**src/rtl/assert_macros.svh**
```systemverilog
// Assertion helpers, clocked on clk_i and held off while rst_ni is low.
`ifndef ASSERT_MACROS_SVH
`define ASSERT_MACROS_SVH

// Property must hold at every clock edge out of reset.
`define ASSERT_CLK(label, prop, msg) \
  label: assert property (@(posedge clk_i) disable iff (!rst_ni) prop) else $error(msg);

// Expression must never be true at a clock edge out of reset.
`define ASSERT_NEVER(label, expr, msg) \
  label: assert property (@(posedge clk_i) disable iff (!rst_ni) !(expr)) else $error(msg);

`endif

```
**src/rtl/hml_pkg.sv**
```systemverilog
package hml_pkg;

  // Default number of grey levels handled by the tables.
  localparam int unsigned LEVELS_DEFAULT = 256;

  // Width of grey-level fields on the ports and of table entries.
  localparam int unsigned DATA_W = 8;

endpackage

```
**src/rtl/histogram_matching_lut.sv**
```systemverilog
// Histogram matching through an inverse lookup table.
// Transactions: one command channel (start/busy) carries two kinds of transaction.
//   req_type_i = 0 loads reference entry entry_index_i with entry_value_i.
//   req_type_i = 1 maps pixel_in_i; the result shows on pixel_out_o with valid_o
//   high for exactly one cycle, the cycle after acceptance.
// A transaction is taken at a rising edge with start high and busy low.
// Pixels and ordinary loads do not raise busy, so a new transaction can be
// taken every cycle while busy is low. Loading the top entry (LEVELS-1) starts the
// table build and raises busy: a clear sweep over the inverse table, then for each
// of the LEVELS-1 neighbouring pairs a reference read and a span setup, plus one
// inverse write per entry in the pair's span, plus one final fix step.
// All of it runs on one address counter and one write port of the inverse table.
// Reset returns the sequencer to idle; the inverse table reads as zero until the
// first build completes (no clearing pass after reset). Reference entries read by a
// build must have been loaded. The receiver cannot stall: every result is
// presented once and is taken at the end of its cycle.
module histogram_matching_lut #(
  parameter int unsigned LEVELS = hml_pkg::LEVELS_DEFAULT
) (
  input  logic                      clk_i,
  input  logic                      rst_ni,
  input  logic                      start,
  output logic                      busy,
  input  logic                      req_type_i,
  input  logic [hml_pkg::DATA_W-1:0] entry_index_i,
  input  logic [hml_pkg::DATA_W-1:0] entry_value_i,
  input  logic [hml_pkg::DATA_W-1:0] pixel_in_i,
  output logic                      valid_o,
  output logic [hml_pkg::DATA_W-1:0] pixel_out_o
);

  localparam int unsigned DW = hml_pkg::DATA_W;
  // Table address width.
  localparam int unsigned AW = (LEVELS > 1) ? $clog2(LEVELS) : 1;
  // Compare width: holds LEVELS itself and any data value.
  localparam int unsigned VW = ((AW > DW) ? AW : DW) + 1;

  localparam logic [VW-1:0] LEVELS_V = VW'(LEVELS);
  localparam logic [VW-1:0] TOP_V    = VW'(LEVELS - 1);
  localparam logic [AW-1:0] TOP_A    = AW'(LEVELS - 1);
  localparam logic [AW-1:0] PAIR_TOP = AW'(LEVELS - 2);

  // Build sequencer states.
  localparam logic [2:0] ST_IDLE  = 3'd0;
  localparam logic [2:0] ST_CLEAR = 3'd1;
  localparam logic [2:0] ST_READ  = 3'd2;
  localparam logic [2:0] ST_SET   = 3'd3;
  localparam logic [2:0] ST_FILL  = 3'd4;
  localparam logic [2:0] ST_FIX   = 3'd5;

  logic [2:0]    state_q, state_d;
  logic [AW-1:0] ptr_q, ptr_d;     // clear sweep / fill pointer
  logic [AW-1:0] hi_q, hi_d;       // last inverse entry of current span
  logic [AW-1:0] pair_q, pair_d;   // lower level of current pair
  logic [DW-1:0] prev_q, prev_d;   // reference value of upper level of pair
  logic          built_q, built_d; // inverse table holds a finished build
  logic          valid_q;
  logic          zero_q;           // force result to zero
  logic [DW-1:0] pix_rd_q;
  logic [DW-1:0] ref_rd_q;

  logic [DW-1:0] ref_mem [LEVELS];
  logic [DW-1:0] inv_mem [LEVELS];

  logic          accept;
  logic          load_acc;
  logic          pix_acc;
  logic [VW-1:0] idx_ext;
  logic [VW-1:0] pix_ext;
  logic          idx_ok;
  logic          ref_we;
  logic          ref_re;
  logic          inv_we;
  logic [AW-1:0] inv_wa;
  logic [DW-1:0] inv_wd;

  // Span setup of one pair (the shared compare unit).
  logic [VW-1:0] a_v;
  logic [VW-1:0] b_v;
  logic [VW-1:0] lo_v;
  logic [VW-1:0] hi_v;
  logic [VW-1:0] hi_c;
  logic [VW-1:0] lvl_v;

  assign busy     = (state_q != ST_IDLE);
  assign accept   = start && !busy;
  assign load_acc = accept && !req_type_i;
  assign pix_acc  = accept && req_type_i;
  assign idx_ext  = VW'(entry_index_i);
  assign pix_ext  = VW'(pixel_in_i);
  assign idx_ok   = (idx_ext < LEVELS_V);
  assign ref_we   = load_acc && idx_ok;
  assign ref_re   = (state_q == ST_READ);

  assign a_v   = VW'(ref_rd_q);
  assign b_v   = VW'(prev_q);
  assign lo_v  = (a_v < b_v) ? a_v : b_v;
  assign hi_v  = (a_v < b_v) ? b_v : a_v;
  assign hi_c  = (hi_v > TOP_V) ? TOP_V : hi_v;
  // Upper level of the pair, kept to 8 bits when stored.
  assign lvl_v = VW'(pair_q) + VW'(1);

  always_comb begin
    state_d = state_q;
    ptr_d   = ptr_q;
    hi_d    = hi_q;
    pair_d  = pair_q;
    prev_d  = prev_q;
    built_d = built_q;
    inv_we  = 1'b0;
    inv_wa  = ptr_q;
    inv_wd  = '0;
    unique case (state_q)
      ST_IDLE: begin
        if (ref_we && (idx_ext == TOP_V)) begin
          state_d = ST_CLEAR;
          ptr_d   = '0;
          pair_d  = PAIR_TOP;
          prev_d  = entry_value_i;
        end
      end
      ST_CLEAR: begin
        inv_we = 1'b1;
        if (ptr_q == TOP_A) begin
          ptr_d   = '0;
          state_d = ST_READ;
        end else begin
          ptr_d = ptr_q + AW'(1);
        end
      end
      ST_READ: begin
        state_d = ST_SET;
      end
      ST_SET: begin
        prev_d = ref_rd_q;
        if (lo_v > hi_c) begin
          // empty span (both values beyond the table)
          if (pair_q == '0) begin
            state_d = ST_FIX;
          end else begin
            pair_d  = pair_q - AW'(1);
            state_d = ST_READ;
          end
        end else begin
          ptr_d   = lo_v[AW-1:0];
          hi_d    = hi_c[AW-1:0];
          state_d = ST_FILL;
        end
      end
      ST_FILL: begin
        inv_we = 1'b1;
        inv_wd = lvl_v[DW-1:0];
        if (ptr_q == hi_q) begin
          if (pair_q == '0) begin
            state_d = ST_FIX;
          end else begin
            pair_d  = pair_q - AW'(1);
            state_d = ST_READ;
          end
        end else begin
          ptr_d = ptr_q + AW'(1);
        end
      end
      ST_FIX: begin
        // reference level 0 mapped to 0: inverse entry 0 is 0
        inv_we  = (prev_q == '0);
        inv_wa  = '0;
        inv_wd  = '0;
        built_d = 1'b1;
        ptr_d   = '0;
        state_d = ST_IDLE;
      end
      default: begin
        state_d = ST_IDLE;
      end
    endcase
  end

  always_ff @(posedge clk_i or negedge rst_ni) begin
    if (!rst_ni) begin
      state_q <= ST_IDLE;
      ptr_q   <= '0;
      hi_q    <= '0;
      pair_q  <= '0;
      prev_q  <= '0;
      built_q <= 1'b0;
      valid_q <= 1'b0;
      zero_q  <= 1'b0;
    end else begin
      state_q <= state_d;
      ptr_q   <= ptr_d;
      hi_q    <= hi_d;
      pair_q  <= pair_d;
      prev_q  <= prev_d;
      built_q <= built_d;
      valid_q <= pix_acc;
      if (pix_acc) begin
        zero_q <= !built_q || (pix_ext >= LEVELS_V);
      end
    end
  end

  // Reference table: load port and build read port.
  always_ff @(posedge clk_i) begin
    if (ref_we) begin
      ref_mem[idx_ext[AW-1:0]] <= entry_value_i;
    end
    if (ref_re) begin
      ref_rd_q <= ref_mem[pair_q];
    end
  end

  // Inverse table: build write port and pixel read port.
  always_ff @(posedge clk_i) begin
    if (inv_we) begin
      inv_mem[inv_wa] <= inv_wd;
    end
    if (pix_acc) begin
      pix_rd_q <= inv_mem[pix_ext[AW-1:0]];
    end
  end

  assign valid_o     = valid_q;
  assign pixel_out_o = zero_q ? '0 : pix_rd_q;

`include "assert_macros.svh"

  `ASSERT_CLK(pixel_gives_result, pix_acc |=> valid_o, "pixel transaction without result")
  `ASSERT_CLK(top_load_starts_build, (ref_we && (idx_ext == TOP_V)) |=> busy, "top load did not start build")
  `ASSERT_NEVER(result_during_build, valid_o && busy, "result while build runs")
  `ASSERT_NEVER(fill_past_span, (state_q == ST_FILL) && (ptr_q > hi_q), "fill pointer beyond span")

endmodule
```
**config.mk**
```make
export PLATFORM = sky130hd
export DESIGN_NAME = histogram_matching_lut
export DESIGN_NICKNAME = d
export VERILOG_FILES = /design/src/rtl/hml_pkg.sv /design/src/rtl/histogram_matching_lut.sv
export VERILOG_INCLUDE_DIRS = /design/src /design/src/rtl
export SDC_FILE = /design/constraint.sdc
export NUM_CORES = 2
export LEC_CHECK = 0
export BUFFER_PORTS_ARGS = -buffer_cell sky130_fd_sc_hd__buf_2
export CORE_AREA = 3 3 703 705
export CTS_BUF_LIST = sky130_fd_sc_hd__clkbuf_8
export CTS_CLUSTER_DIAMETER = 120
export CTS_CLUSTER_SIZE = 25
export DETAILED_ROUTE_END_ITERATION = 8
export DIE_AREA = 0 0 706 708
export GPL_TIMING_DRIVEN = 0
export HOLD_SLACK_MARGIN = 0.03
export PLACE_DENSITY = 0.56
export SKIP_CTS_REPAIR_TIMING = 1
export SLEW_MARGIN = 20
export SYNTH_ARGS = -nofsm -noshare
export SYNTH_HDL_FRONTEND = slang
export SYNTH_SLANG_ARGS = --single-unit
```
**constraint.sdc**
```tcl
create_clock -name clk_i -period 12 [get_ports clk_i]
set_input_delay 0 -clock clk_i [delete_from_list [all_inputs] [get_ports clk_i]]
set_output_delay 0 -clock clk_i [all_outputs]
set_load 0.01 [all_outputs]
```
==> impl_metrics.env <==
export IMPL_cp_start_kind="flip-flop"
export IMPL_rr_endpoint="inv_mem[142][7]"
export IMPL_synth_most_common_cell="edfxtp_1"
export IMPL_leakagePower_nw=49.9
export IMPL_cts_tree="yes"
export IMPL_syn_area_sq_mm=0.161
export IMPL_worstPathMaxFanout=36
export IMPL_internal_power_mw=17.4
export IMPL_status="completed"
export IMPL_cp_cell_sequence="clkbuf_1 > clkbuf_1 > buf_2 > clkbuf_2 > inv_1 > nor3_1 > nand3_1 > nor2_1 > xnor2_1 > nor2_4 > buf_12 > buf_12 > buf_16 > buf_12"
export IMPL_syn_avg_cell_area_sq_um=23.0
export IMPL_critPathBufInv=9
export IMPL_cts_made_buffers=191
export IMPL_yosysTopAreaCellShare_pct=76.8
export IMPL_critPathTopFamily="buffers and inverters"
export IMPL_dp_cells=13600
export IMPL_grt_pass1_wl_um=634000
export IMPL_pwr_share_clk_pct=26.2
export IMPL_arrival_ps=6710
export IMPL_gr_total_overflow=0
export IMPL_worst_path_max_delay_cell="clkbuf_1"
export IMPL_grt_max_degree=134
export IMPL_power_switching_mw=4.62
export IMPL_worstMarginPinSlew_ps=1260
export IMPL_seqPwrFrac_pct=71.6
export IMPL_first_pass_iters=9
export IMPL_route_detailed_drc=0
export IMPL_period_needed_ps=5750
export IMPL_antenna_found_initial=27
export IMPL_critPathKind="flip-flop to flip-flop"
export IMPL_clock_sinks=4150
export IMPL_clkLatencyLatePin_ps=1170
export IMPL_crit_top_cell="buf_12"
export IMPL_synth_top_cells_by_count="4,112 x edfxtp_1, 1,280 x mux4_2, 578 x nor2_1"
export IMPL_drive_above_1_share_pct=25.5
export IMPL_r2r_start="pair_q[2]"
export IMPL_hold_path_class="input pin to asynchronous set/reset pin"
export IMPL_fmax_mhz=174
export IMPL_end_kind="flip-flop"
export IMPL_die_width_um=706
export IMPL_ir_drop_v=0.0000977
export IMPL_power_density_mw_per_mm2=125
export IMPL_combPwrFrac_pct=2.3
export IMPL_syn_nets=7034
export IMPL_synth_area_leader_cell="edfxtp_1"
export IMPL_stdcell_count=13900
export IMPL_dp_hpwl_um=318000
export IMPL_hold_viol_final=0
export IMPL_synth_warnings=0
export IMPL_dieArea_sq_mm=0.500
export IMPL_synth_edf_count=4112
export IMPL_clockBufferDepth=4
export IMPL_h_tree_depth=4
export IMPL_ys_seq_area_share_pct=77.3
export IMPL_cap_violations=0
export IMPL_fp_dieH_um=708
export IMPL_syn_to_final_growth_pct=9.26
export IMPL_r2r_slack_ps=6250
export IMPL_cts_root_buf="clkbuf_8"
export IMPL_drtAntennaViolNets=0
export IMPL_pin_count=38
export IMPL_grt_pass1_vias=77100
export IMPL_place_congestion=0.930
export IMPL_relSlewSlack_pct=16.1
export IMPL_wire_per_inst_um=33.3
export IMPL_synth_cell_types=67
export IMPL_drt_total_wl_um=464000
export IMPL_skew_ps=157
export IMPL_synth_cells=6995
export IMPL_fin_setup_tns_ps=0
export IMPL_via_per_inst=5.56
export IMPL_worst_ep_required_time_ps=12960
export IMPL_slew_violations=0
export IMPL_io_buffer_count=33
export IMPL_row_count=257
export IMPL_synth_seq_cells=4150
export IMPL_hold_slack_ps=43.4
export IMPL_drt_iter0_markers=10800
export IMPL_cts_reportedPaths_clkPinSlew_ps=160
export IMPL_rsz0062_at_grt="false"
export IMPL_finalSetupViolCount=0
export IMPL_finalCritPeriodShare_pct=47.9
export IMPL_slowest_delay_ps=760
export IMPL_swShare_pct=21.0
export IMPL_synth_area_leaders="edfxtp_1 77%, mux4_2 18%, nor2_1 1.3%"
export IMPL_synthFlopType="edfxtp_1"
export IMPL_core_sq_mm=0.489
export IMPL_nets=7423
export IMPL_synthArstFlopShare_pct=0.916
export IMPL_vias=77300
export IMPL_initial_utilization_pct=32.9
export IMPL_ff2ff_path_depth=14
export IMPL_grt_usage_pct=18.1
placed cells by master, fill, tap and decap left out, drive strengths merged, types with 5 or more instances in the layout:
master       count
nor2           578
nand2b           8
a31oi           11
mux4          1280
nand3           28
o32a             5
clkbuf         437
nor3b            9
nand4            7
inv             59
clkinv           5
a211oi           6
o22ai           11
a21boi           5
nand2           99
ha              11
dlygate4sd3     38
edfxtp        4112
a22oi          110
and2            10
nand3b           6
or2              7
nor3            16
mux2i            6
o211ai           5
nor2b           23
dfrtp           38
diode           13
o21ai           16
a21oi           75
xnor2           13
and3             6
or4             14
buf            320
routing by layer:
layer	track usage (%)	routed length [um]	vias up
met4	5.78	17200	16
met1	24.5	185000	42700
met3	3.68	40300	640
met2	29.2	221000	3852
li1	-	-	30100
met5	0.192	242	-
power by group through the flow:
stage	sequential (mW)	clock [mW]	combinational (mW)
final	15.8	5.77	0.500
after global routing	15.8	6.34	0.525
after CTS	15.8	5.89	0.483
after detailed placement	16.1	0	0.483
after global placement	16.1	0	0.439
after floorplan	16.1	0	0.201
worst reg2reg max path, cell delays in order, from the launching register on:
cell and delay (ps):
dfrtp_1 350, clkbuf_1 590, clkbuf_1 760, buf_2 670
clkbuf_2 690, inv_1 230, nor3_1 360, nand3_1 170
nor2_1 160, xnor2_1 110, nor2_4 460, buf_12 290
buf_12 230, buf_16 220, buf_12 210
worst max path at each step:
stage                          from         endpoint  slack [ps]  depth (start not counted)
after floorplan           pair_q[2]    inv_mem[0][7]        2550                         10
after global placement    pair_q[1]  inv_mem[134][5]       -7880                          9
after detailed placement  pair_q[2]  inv_mem[140][7]        6330                         14
after CTS                 pair_q[2]  inv_mem[153][7]        6270                         14
after global routing      pair_q[2]  inv_mem[211][7]        6080                         14
final                     pair_q[2]  inv_mem[142][7]        6250                         14
cell type report:
class	count	area, sq um
well taps	6475	8100
multi-input cells	2413	34600
repair buffers	196	3600
fillers	44300	313000
plain buffers	407	1950
inverters	25	93.8
clock buffers	192	2640
clock inverters	43	299
diodes	13	32.5
flip-flops and latches	4150	124000
logic make-up after synthesis:
kind of cell             count (synthesis)  share of synthesized area, %
AO/OA/AOI/OAI                          281                          1.19
XOR/XNOR                                14                        0.0762
adder cells (fa/ha/maj)                 11                        0.0856
buffers and inverters                  432                          1.20
flip-flops                            4150                          77.3
multiplexers                          1288                          18.0
AND/OR/NAND/NOR                        819                          2.13
sequential cells by signal (all words and copies together), names as in the netlist:
signal / cells
built_q: 1
hi_q: 8
inv_mem: 2048
pair_q: 8
pix_rd_q: 8
prev_q: 8
ptr_q: 8
ref_mem: 2048
ref_rd_q: 8
state_q: 3
valid_o: 1
zero_q: 1
metrics by stage:
step           power, mW  instance area (sq um)  utilization [%]  worst slack [ps]
2_1_floorplan       16.3                 161000                -              2550
3_3_place_gp        16.6                 169000             34.6             -7880
3_5_place_dp        16.6                 172000             35.2              6330
4_1_cts             22.2                 175000             35.8              6270
5_1_grt             22.7                 176000             35.9              6080
6_report            22.1                 176000             35.9              6250
Note: power is estimated with default switching activity, not from simulation.
